File: config.mk
export PLATFORM = sky130hd
export DESIGN_NAME = vn_prep
export DESIGN_NICKNAME = d
export VERILOG_FILES = /design/src/vn_pkg.sv /design/src/vn_prep.sv
export SDC_FILE = /design/constraint.sdc
export NUM_CORES = 2
export LEC_CHECK = 0
export BUFFER_PORTS_ARGS = -buffer_cell sky130_fd_sc_hd__buf_2
export CAP_MARGIN = 15
export CORE_ASPECT_RATIO = 2
export CORE_MARGIN = 1
export CORE_UTILIZATION = 60
export DETAILED_ROUTE_END_ITERATION = 7
export PLACE_DENSITY = 0.81
export SLEW_MARGIN = 25
export SYNTH_ARGS = -nofsm -noshare
export SYNTH_HDL_FRONTEND = slang
export SYNTH_SLANG_ARGS = --single-unit
File: constraint.sdc
create_clock -name clk -period 27.5 [get_ports clk]
set_input_delay 5.5 -clock clk [delete_from_list [all_inputs] [get_ports clk]]
set_output_delay 5.5 -clock clk [all_outputs]
set_load 0.005 [all_outputs]
File: src/vn_pkg.sv
// Shared constants for the vector normalize pipeline.
package vn_pkg;

  localparam int LANES          = 3;
  localparam int DEF_COMP_WIDTH = 16;
  localparam int OUT_W          = 16;
  // Quotient bits resolved by the digit stages (result magnitude up to 2^14).
  localparam int Q_BITS         = 15;
  // Numerator scale: (a * 2^15)^2.
  localparam int NUM_SHIFT      = 30;

  // Width of the wide comparison datapath for a given component width.
  function automatic int wide_w(input int comp_w);
    return 2 * comp_w + 34;
  endfunction

endpackage

File: src/vn_prep.sv
// Front stages: sign split, squares, squared length and numerators.
module vn_prep import vn_pkg::*; #(
  parameter int COMP_WIDTH = DEF_COMP_WIDTH,
  parameter int WIDE       = wide_w(COMP_WIDTH)
) (
  input  logic                              clk,
  input  logic                              rst,
  input  logic                              en,
  input  logic                              valid_in,
  input  logic [LANES-1:0][COMP_WIDTH-1:0]  comp,
  output logic                              valid_out,
  output logic                              zero,
  output logic [LANES-1:0]                  neg,
  output logic [WIDE-1:0]                   s,
  output logic [LANES-1:0][WIDE-1:0]        r
);

  logic                                a_valid;
  logic [LANES-1:0]                    a_neg;
  logic [LANES-1:0][2*COMP_WIDTH-1:0]  a_sq;
  logic [LANES-1:0][COMP_WIDTH-1:0]    mag;
  logic [WIDE-1:0]                     s_next;

  // Take magnitudes of the two's complement components
  always_comb begin
    for (int i = 0; i < LANES; i++) begin
      mag[i] = comp[i][COMP_WIDTH-1] ? (~comp[i] + COMP_WIDTH'(1)) : comp[i];
    end
  end

  // Sum the squares
  always_comb begin
    s_next = '0;
    for (int i = 0; i < LANES; i++) begin
      s_next = s_next + WIDE'(a_sq[i]);
    end
  end

  // Stage A: square each magnitude
  always_ff @(posedge clk) begin
    if (rst) begin
      a_valid <= 1'b0;
    end else if (en) begin
      a_valid <= valid_in;
    end
    if (en) begin
      for (int i = 0; i < LANES; i++) begin
        a_neg[i] <= comp[i][COMP_WIDTH-1];
        a_sq[i]  <= mag[i] * mag[i];
      end
    end
  end

  // Stage B: squared length, scaled numerators, zero test
  always_ff @(posedge clk) begin
    if (rst) begin
      valid_out <= 1'b0;
    end else if (en) begin
      valid_out <= a_valid;
    end
    if (en) begin
      neg  <= a_neg;
      s    <= s_next;
      zero <= (s_next == '0);
      for (int i = 0; i < LANES; i++) begin
        r[i] <= WIDE'(a_sq[i]) << NUM_SHIFT;
      end
    end
  end

endmodule

Yosys cells after proc, flatten, opt, wreduce, memory -nomap -nowiden:

Cells that the tools add are included.
W data, S select, Z words.

* input port bits: 52
* logic and storage cells: 27
* bits in registers: 267
* output and inout port bits: 269

* reduce and logical (&&, ||, !) cells: 1
* $mul: 3
* add/subtract/negate cells: 5
* bitwise operators: 3
* muxes and demuxes: 3

Operators with widths (number)
* $mul A16 B16 Y32: 3
* $logic_not A66 Y1: 1
* $add A16 B1 Y16 const B: 3
* $mux W16: 3
* $not A16 Y16: 3
* $add A33 B32 Y34: 1
* $add A32 B32 Y33: 1

Depth between registers and ports, before layout:

* depth after elaboration: 4
* mapped depth: 34
* mapped depth without buffers: 33

Worst setup path after synthesis:

Ideal clock, no wire load.

* path type: input port to flip-flop
* from: input comp[16] (netlist bit)
* to: register a_sq[62] (netlist bit) (data pin)
* cell stages on the path: 31
* path slack: 14334 ps
* path buffers: 1
* library setup time: 281 ps
* required time: 27219 ps
* data arrival time: 12885 ps
* cell sequence: inv_1 -> clkbuf_1 -> ha_1 -> nand2_1 -> or3_1 -> or2_2 -> nand2b_1 -> o21ai_0 -> xor2_1 -> clkinv_1 -> nand2_1 -> fa_1 -> fa_1 -> inv_1 -> fa_1 -> fa_1 -> fa_1 -> inv_1 -> fa_1 -> inv_1 -> ha_1 -> a21oi_1 -> o21bai_1 -> a21o_1 -> a21o_1 -> a21o_1 -> a32oi_1 -> nor2_1 -> a2111o_1 -> nand2_1 -> o311ai_0

* cells in the longest elaborated chain, start to end: 4

RTL lines
* start: declaration: line vn_prep.sv:10 `input logic [LANES-1:0][COMP_WIDTH-1:0] comp,`
* $not A16 Y16: line vn_prep.sv:27 `mag[i] = comp[i][COMP_WIDTH-1] ? (~comp[i] + COMP_WIDTH'(1)) : comp[i];`
* $add A16 B1 Y16: line vn_prep.sv:27
* $mux W16 *: line vn_prep.sv:27
* $mul A16 B16 Y32 *: line vn_prep.sv:49 `a_sq[i] <= mag[i] * mag[i];`
* end signal: indexed assignment: line vn_prep.sv:49
* end: declaration: line vn_prep.sv:20 `logic [LANES-1:0][2*COMP_WIDTH-1:0] a_sq;`

Mark *: on every way between the ends. The rest lies on a longest branch, timed or not.
A chain may end at the register's enable or synchronous reset.

Worst setup path in the final report:

* from: input comp[0] (netlist bit)
* to: register a_sq[28] (netlist bit) (data pin)

The elaborated chain is that of the path after synthesis.

==> results.py <==
metrics = {
    "run_status": {
        "status": "finished, final reports clean",
    },
    "worst_setup_path": {
        "slowest_stage": "xor2_1",
        "arrival_ns": 14.29,
        "critPathKind": "primary input to flip-flop",
        "crit_path_max_fanout": 16,
        "critPathMaxStageDelay_ns": 0.66,
        "cp.required_ns": 27.95,
        "startpoint_type": "primary input",
        "critPathCaptureType": "flip-flop",
    },
    "drt": {
        "viasPerCell": 5.68,
        "ant_nets": 0,
        "drt_pass1_iterations": 8,
        "drt_wl_total_um": 86200,
        "routed-via-count": 23092,
        "drc": 0,
        "wl_per_cell_um": 21.2,
        "drtIter0Drc": 1751,
    },
    "timing": {
        "fin_skew_ns": 0.0237,
        "max_freq_ghz": 0.0722,
        "slew_viol_final": 0,
        "tightest_slew_ns": 1.11,
        "min_period_ns": 13.85,
        "holdWs_ns": 0.426,
        "slew_headroom_pct": 25.9,
        "finalWorstSetupSlack_ns": 13.65,
        "fin_tns_setup_ns": 0,
        "final.period_utilization_pct": 50.4,
        "finalSetupViolations": 0,
        "rsz0062_at_grt": "no",
        "hold_violations": 0,
    },
    "synth": {
        "synth_edf_count": 227,
        "netlist_instances": 3160,
        "ys_ff_latch": 229,
        "synth_top_area_share_pct": 32.7,
        "syn_area_per_cell_um2": 10.1,
        "synth_ff_type": "edfxtp_1",
        "yosysMostFrequentCell": "inv_1",
        "synth_largest_area_cell": "fa_1",
        "yosysWarningCount": 0,
        "synth_cell_types": 72,
        "synth_area_um2": 32000,
        "ys_top_cells_by_count": "inv_1, fa_1, ha_1, nand2_1, edfxtp_1",
        "synthArstFlopShare_pct": 0,
        "yosys-top-cells-area": "fa_1, edfxtp_1, ha_1",
        "yosysSeqAreaShare_pct": 21.5,
    },
    "cells_and_area": {
        "syn2layout_area_growth_pct": 6.77,
        "final_cell_area_um2": 34100,
        "diodes": 0,
        "nets": 4275,
        "drive_gt1_share_pct": 8.06,
    },
    "placement": {
        "gp_congestion": 0.983,
        "dp_hpwl_um": 70900,
        "post-place-ws_ns": 13.14,
        "numPortBuffers": 183,
        "placed_cell_area_um2": 33300,
    },
    "clock_network": {
        "cts_htree_levels": 1,
        "cts_tree": "built",
        "numClockSinks": 229,
        "clock_latency_ns": 0.59,
        "clockBufferDepth": 3,
        "cts_resized": 0,
        "root_buffer": "clkbuf_16",
        "clkTransAtPathRegs_ns": 0.07,
        "post-cts-setup-buffers": 0,
        "numCtsBuffers": 24,
        "holdBufCountCts": 0,
    },
    "die": {
        "rows": 119,
        "die_y_um": 328,
        "num_io_pins": 321,
        "fp.dieArea_um2": 54200,
        "die_w_um": 165,
        "start_util_pct": 60.8,
        "placeableCoreArea_um2": 52600,
    },
    "grt": {
        "grt_pass1_wl_um": 132000,
        "grt_pass1_vias": 24615,
        "grt_usage_pct": 33.2,
        "grt_max_degree": 84,
        "antenna_found_initial": 2,
        "gr-total-overflow": 0,
    },
    "worst_hold_path": {
        "hold_path_class": "flip-flop to flip-flop",
    },
    "run": {
        "cap_violations": 0,
    },
}
## cells by family after synthesis
group                    count (synthesis)  synth area share (%)
AO/OA/AOI/OAI                          338                  7.02
XOR/XNOR                               162                  4.44
adder cells (fa/ha/maj)                841                  45.2
buffers and inverters                  913                  12.3
flip-flops                             229                  21.5
multiplexers                             8                 0.258
other                                    2                0.0235
AND/OR/NAND/NOR                        667                  9.28
## layer usage
metal | GRT usage, % | part of all wire (%) | vias up
li1 | - | - | 10079
met4 | 27.6 | 9.9 | 0
met1 | 34.0 | 32 | 11511
met5 | 0 | 0 | -
met2 | 59.2 | 53 | 1098
met3 | 3.86 | 5.5 | 404
## final timing paths
kind | endpoint | slack (ns) | from | depth (start not counted)
max reg2reg | zero | 22.56 | a_sq[70] | 12
min reg2reg | neg[1] | 0.43 | a_neg[1] | 0
min | neg[1] | 0.43 | a_neg[1] | 0
max | a_sq[28] | 13.65 | comp[0] | 29
## flip-flops by register name (all words and copies together) (netlist names)
| name | cells |
|---|---|
| a_sq | 93 |
| r | 93 |
| s | 34 |
| a_neg | 3 |
| neg | 3 |
| a_valid | 1 |
| valid_out | 1 |
| zero | 1 |
## per-stage QoR
stage	utilization [%]	instances
finish	64.9	4065
detailed placement	63.4	4021
floorplan	-	3331
global placement	63.4	4021
global route	64.9	4065
CTS	64.9	4065
## worst max-delay path: cells and delay by family
family | cells | cell delay, ns
compound gates | 5 | 1.47
xor+xnor | 1 | 0.66
fa+ha+maj | 8 | 3.66
buf+inv | 8 | 1.44
simple gates | 7 | 1.57
## cells in the final DEF (no fill, tap or decap), types with 10 or more instances in the layout
master,netlist,layout
inv_1,716,716
fa_1,522,522
ha_1,319,319
nand2_1,256,256
edfxtp_1,227,227
nor2_1,226,226
buf_2,0,182
conb_1,2,173
xnor2_1,107,107
a21oi_1,105,105
xor2_1,55,54
o21ai_0,54,54
a21o_1,53,53
nor3_1,34,34
nand2b_1,27,27
clkbuf_16,0,24
nand3_1,23,23
buf_4,137,22
o21bai_1,19,19
o21a_1,17,17
and2_1,17,17
clkinv_1,15,16
and3_1,14,14
or3_1,13,13
o211ai_1,12,12
nor2b_1,10,10
## final cells by class
type	instances	area, um^2
fill	4087	18400
timing repair buffer	205	1090
inverter	733	2750
clock inverter	17	169
tap	665	832
multi-input combinational	2189	21800
clock buffer	27	612
sequential	229	6860
Power is not shown: default switching activity piles up to over one toggle a cycle in this logic, so the estimate is an artifact.
