`src/vn_pkg.sv`:
```
// Shared constants for the vector normalize pipeline.
package vn_pkg;

  localparam int LANES          = 3;
  localparam int DEF_COMP_WIDTH = 16;
  localparam int OUT_W          = 16;
  // Quotient bits resolved by the digit stages (result magnitude up to 2^14).
  localparam int Q_BITS         = 15;
  // Numerator scale: (a * 2^15)^2.
  localparam int NUM_SHIFT      = 30;

  // Width of the wide comparison datapath for a given component width.
  function automatic int wide_w(input int comp_w);
    return 2 * comp_w + 34;
  endfunction

endpackage

```
`src/vn_digit.sv`:
```
// One quotient digit stage: tests one bit of the rounded quotient per lane.
module vn_digit import vn_pkg::*; #(
  parameter int WIDE = wide_w(DEF_COMP_WIDTH),
  parameter int BIT  = 0
) (
  input  logic                         clk,
  input  logic                         rst,
  input  logic                         en,
  input  logic                         valid_in,
  input  logic                         zero_in,
  input  logic [LANES-1:0]             neg_in,
  input  logic [WIDE-1:0]              s_in,
  input  logic [LANES-1:0][WIDE-1:0]   r_in,
  input  logic [LANES-1:0][Q_BITS-1:0] q_in,
  input  logic [LANES-1:0][WIDE-1:0]   p_in,
  input  logic [LANES-1:0][WIDE-1:0]   qs_in,
  output logic                         valid_out,
  output logic                         zero_out,
  output logic [LANES-1:0]             neg_out,
  output logic [WIDE-1:0]              s_out,
  output logic [LANES-1:0][WIDE-1:0]   r_out,
  output logic [LANES-1:0][Q_BITS-1:0] q_out,
  output logic [LANES-1:0][WIDE-1:0]   p_out,
  output logic [LANES-1:0][WIDE-1:0]   qs_out
);

  logic [LANES-1:0][WIDE-1:0] p_try;
  logic [LANES-1:0][WIDE-1:0] qs_try;
  logic [LANES-1:0][WIDE-1:0] lhs;
  logic [LANES-1:0]           take;

  // Candidate q' = q + 2^BIT; keep it when (2q'-1)^2 * s <= r
  always_comb begin
    for (int i = 0; i < LANES; i++) begin
      p_try[i]  = p_in[i] + (qs_in[i] << (BIT + 1)) + (s_in << (2 * BIT));
      qs_try[i] = qs_in[i] + (s_in << BIT);
      lhs[i]    = (p_try[i] << 2) - (qs_try[i] << 2) + s_in;
      take[i]   = (lhs[i] <= r_in[i]);
    end
  end

  // Advance the lane state
  always_ff @(posedge clk) begin
    if (rst) begin
      valid_out <= 1'b0;
    end else if (en) begin
      valid_out <= valid_in;
    end
    if (en) begin
      zero_out <= zero_in;
      neg_out  <= neg_in;
      s_out    <= s_in;
      r_out    <= r_in;
      for (int i = 0; i < LANES; i++) begin
        q_out[i]  <= take[i] ? (q_in[i] | (Q_BITS'(1) << BIT)) : q_in[i];
        p_out[i]  <= take[i] ? p_try[i] : p_in[i];
        qs_out[i] <= take[i] ? qs_try[i] : qs_in[i];
      end
    end
  end

endmodule

```
`config.mk`:
```
export PLATFORM = sky130hd
export DESIGN_NAME = vn_digit
export DESIGN_NICKNAME = d
export VERILOG_FILES = /design/src/vn_pkg.sv /design/src/vn_digit.sv
export SDC_FILE = /design/constraint.sdc
export NUM_CORES = 2
export LEC_CHECK = 0
export BUFFER_PORTS_ARGS = -buffer_cell sky130_fd_sc_hd__buf_2
export CAP_MARGIN = 30
export CELL_PAD_IN_SITES_DETAIL_PLACEMENT = 0
export CELL_PAD_IN_SITES_GLOBAL_PLACEMENT = 1
export CORE_AREA = 2 2 552 554
export DETAILED_ROUTE_END_ITERATION = 6
export DIE_AREA = 0 0 554 556
export PLACE_DENSITY_LB_ADDON = 0.2
export REMOVE_ABC_BUFFERS = 1
export SKIP_LAST_GASP = 1
export SLEW_MARGIN = 30
export SYNTH_ARGS = -nofsm -noshare
export SYNTH_HDL_FRONTEND = slang
export SYNTH_SLANG_ARGS = --single-unit
```
`constraint.sdc`:
```
create_clock -name clk -period 10.95 [get_ports clk]
set_clock_uncertainty 0.05 [all_clocks]
set_input_delay 0.5475 -clock clk [delete_from_list [all_inputs] [get_ports clk]]
set_output_delay 0.5475 -clock clk [all_outputs]
set_load 0.03 [all_outputs]
```
# After elaboration in Yosys (flattened, before gate mapping)
# Index checks and enable logic that the tools add are counted.
# word_totals
ff_bits,710
input_bits,713
output_inout_bits,710
wordCells,43
# classes
add_sub_neg,15
n_lt_le_gt_ge,3
muxes,6
# ops
cell,n
66-bit adder,12
66-bit 2-to-1 mux,6
66-bit <= comparator,3
66-bit subtractor,3

# Longest topological paths before layout
# logic_depth
word_depth,6
mapped_depth,43
depth_no_buf,40

# Worst setup path before layout
# OpenSTA, ideal clock, no wires.
# synth_path
path_kind,input to register
from,input port s_in[1]
to,"register qs_out[124] in the netlist's numbering, data pin"
setup_time_ps,264
t_arrival_ps,8701
slack_ps,1935
path_stages,39
cell_sequence,fa_1 > ha_1 > inv_1 > fa_1 > nand2b_1 > a21oi_1 > o31ai_1 > nand2_1 > a21o_1 > a21o_1 > a221o_1 > a221o_1 > a221oi_2 > xnor2_1 > fa_1 > ha_1 > clkbuf_1 > a21oi_1 > [... 3 more ...] > o21ai_0 > a211oi_1 > nor3_1 > o31a_1 > mux2i_1 > nand2_1 > ha_1 > a21o_1 > a21o_1 > a221oi_1 > o21ai_0 > a31o_2 > a2111oi_2 > nor2_1 > buf_2 > buf_1 > nor4b_1 > nor3_1
# synth_between
elab_chain_cells,5
word_cells_on_any_way,6
classes_between,add/sub: 4; order compare: 1; mux: 1
# synth_lines
element,line,rtl
"start, declared",vn_digit.sv:12,"input logic [WIDE-1:0] s_in,"
66-bit adder (on tied branches),"vn_digit.sv:35, vn_digit.sv:36",
66-bit subtractor,vn_digit.sv:37,lhs[i] = (p_try[i] << 2) - (qs_try[i] << 2) + s_in;
66-bit adder,vn_digit.sv:37,
66-bit <= comparator,vn_digit.sv:38,take[i] = (lhs[i] <= r_in[i]);
66-bit 2-to-1 mux (*),vn_digit.sv:57,qs_out[i] <= take[i] ? qs_try[i] : qs_in[i];
"end signal, assigned by index",vn_digit.sv:57,
"end, declared",vn_digit.sv:24,output logic [LANES-1:0][WIDE-1:0] qs_out
# Every way passes the cells marked *; elsewhere a longest branch is shown, timed or not.
# A chain may end at the register's enable or synchronous reset.

# Worst setup path in the final report
# layout_path
from,input port qs_in[74] in the netlist's numbering
to,"register p_out[78] in the netlist's numbering, data pin"
# layout_between
elab_chain_cells,6
word_cells_on_any_way,7
classes_between,add/sub: 5; order compare: 1; mux: 1
# layout_lines
element,line,rtl
"start, declared",vn_digit.sv:16,"input logic [LANES-1:0][WIDE-1:0] qs_in,"
66-bit adder (2 in series),vn_digit.sv:35,p_try[i] = p_in[i] + (qs_in[i] << (BIT + 1)) + (s_in << (2 * BIT));
66-bit subtractor,vn_digit.sv:37,
66-bit adder,vn_digit.sv:37,
66-bit <= comparator,vn_digit.sv:38,
66-bit 2-to-1 mux (*),vn_digit.sv:56,p_out[i] <= take[i] ? p_try[i] : p_in[i];
"end signal, assigned by index",vn_digit.sv:56,
"end, declared",vn_digit.sv:23,"output logic [LANES-1:0][WIDE-1:0] p_out,"
# Marked as above.

==> results.json <==
{
  "viasPerCell": 4.99,
  "ys_types": 117,
  "drv_slew": 0,
  "synthToLayoutAreaGrowth_pct": 28.6,
  "p_comb_frac": 0.760,
  "grt_max_degree": 148,
  "num_rows": 202,
  "antenna_found_initial": 180,
  "clock_latency_ns": 0.82,
  "fin_util": 0.312,
  "wire_per_inst_um": 29.6,
  "hold_viol": 0,
  "final.setup.tns_ns": 0,
  "max_freq_mhz": 95.3,
  "post_cts_buffers": 0,
  "io-pin-count": 1423,
  "status": "finished, final reports clean",
  "core-area_um2": 302000,
  "dieArea_um2": 308000,
  "mostFrequentLayoutCells": "buf_2, ha_1, edfxtp_1",
  "synth_edf_count": 709,
  "clk_pin_slew_ns": 0.06,
  "gp_congestion": 0.947,
  "power.static_leakage_nw": 42.4,
  "die_h_um": 556,
  "port_buffers": 1422,
  "arrival_ns": 11.01,
  "postSynthCellCount": 7646,
  "fin_nets": 11500,
  "p_sw_frac": 0.515,
  "n_fill_cell": 31900,
  "avgSynthCellArea_um2": 9.57,
  "worstHoldPathType": "input port to flop",
  "power_mw": 37.8,
  "drc": 0,
  "intPower_mw": 18.4,
  "root_buffer": "clkbuf_16",
  "cts_sinks": 710,
  "syn_area_um2": 73200,
  "seqPwrFrac": 0.149,
  "synth_area_leaders": "edfxtp_1, ha_1, fa_1, a21o_1, a21oi_1",
  "grt-ovfl-total": 0,
  "clkPwrFrac": 0.092,
  "die_w_um": 554,
  "slew_headroom": 0.310,
  "tritoncts": "done",
  "cp_data_required_time_ns": 11.46,
  "layout.area.seq_um2": 21300,
  "multi_input_comb_area_um2": 48400,
  "finalCritPeriodShare": 0.958,
  "drive_gt1_frac": 0.219,
  "grt_pass1_wl_um": 546000,
  "cts_max_level": 3,
  "setup_viol": 0,
  "synthArstFlopShare": 0,
  "synth_top_cell_by_area": "edfxtp_1",
  "wl_um": 405000,
  "hpwl_um": 355000,
  "worst_path_max_delay_cell": "dlygate4sd3_1",
  "drtIter0Drc": 5334,
  "yosys.area.top_type_share": 0.291,
  "p_per_area_nw_per_um2": 402,
  "crit_path_max_incr_delay_ns": 0.56,
  "ant_nets": 0,
  "layout_commonest_cell": "buf_2",
  "start_util": 0.242,
  "peakVddDrop_mv": 0.546,
  "drv_cap": 0,
  "power.switching_mw": 19.5,
  "ys_seq_area_frac": 0.291,
  "cts.path.max_buffers": 4,
  "yosys_warnings": 0,
  "track_usage": 0.254,
  "vias": 68400,
  "tightest_slew_ns": 1.03,
  "synth_flop_cell": "edfxtp_1",
  "grt_pass1_vias": 68200,
  "post-route-min-period_ns": 10.49,
  "ys_seq_elements": 710,
  "crit_path_start_kind": "input port",
  "cts-buffers-inserted": 103,
  "crit_fanout": 35,
  "drt_pass1_iterations": 6,
  "path_class": "input port to flop",
  "critPathCaptureType": "flop"
}
what timing repair did:
action,in CTS,in global routing
hold buffers,428,0
endpoints found under the setup margin,0,259
hold endpoints to repair,427,0
resized for setup,0,14
registers in the layout (all words and copies together) (netlist names):
signal / count
q_out: 45
s_out: 66
r_out: 198
neg_out: 3
p_out: 198
zero_out: 1
qs_out: 198
valid_out: 1
layout make-up:
class	instances	area share
flip-flops and latches	710	0.226
clock inverters	64	0.00741
multi-input cells	6015	0.514
inverters	649	0.0259
clock buffers	114	0.0281
diodes	64	0.00170
well taps	3978	0.0529
repair buffers	2101	0.144
metrics by stage:
stage,hold slack (ns),std cells,cell area (µm²),worst slack (ns)
after floorplan,0.570,7374,72000,-3.64
after global placement,0.441,13000,86200,-0.368
after detailed placement,0.451,13000,86200,-0.356
after CTS,0.0000259,13600,93900,0.268
after global routing,0.0132,13600,94000,-0.00915
final,0.0561,13700,94100,0.457
cells in the mapped netlist, drive strengths merged (178+ instances only):
cell      n
nand2   596
nor2    359
inv     649
ha      780
xnor2   316
a21oi   682
clkbuf  226
edfxtp  709
fa      387
a21o    507
nand4   178
o21ai   503
mux2    188
xor2    243
kinds of logic (layout without fill, tap and decap cells):
family          count (synthesis)  after routing  synth area share
flops                         710            710             0.291
compound gates               2360           2360             0.208
simple gates                 1715           1715             0.113
fa+ha+maj                    1167           1167             0.239
xor+xnor                      561            561            0.0676
other cells                     0             64                 0
buf+inv                       921           2928            0.0488
mux                           212            212            0.0322
worst max-delay path, delay by kind of cell:
| kind | cells | cell delay, ns |
|---|---|---|
| fa+ha+maj | 5 | 1.90 |
| mux | 1 | 0.36 |
| buf+inv | 6 | 1.53 |
| xor+xnor | 3 | 0.90 |
| simple gates | 4 | 1.01 |
| compound gates | 21 | 4.63 |
power groups by stage:
stage          Sequential, mW  Clock [mW]  Combinational [mW]
3_5_place_dp             5.65           0                28.5
4_1_cts                  5.62        3.58                28.8
5_1_grt                  5.67        3.67                31.6
3_3_place_gp             5.69           0                28.4
6_report                 5.62        3.47                28.8
2_1_floorplan            6.51           0                14.6
path summary, 6_finish.rpt:
check | endpoint | start | depth (start not counted) | slack (ns)
max | p_out[78] | qs_in[74] | 40 | 0.46
min | qs_out[35] | qs_in[35] | 2 | 0.06
max reg2reg | valid_out | valid_out | 3 | 9.75
min reg2reg | valid_out | valid_out | 3 | 0.99
layer usage:
metal	wire (µm)	global-route usage	up-vias	share of wire
li1	-	-	31900	-
met1	161000	0.299	33300	0.40
met2	195000	0.436	2504	0.48
met3	31900	0.0734	523	0.079
met4	16800	0.0905	98	0.041
met5	592	0	-	0.0015
No activity file was read; power rests on OpenSTA's default activity.
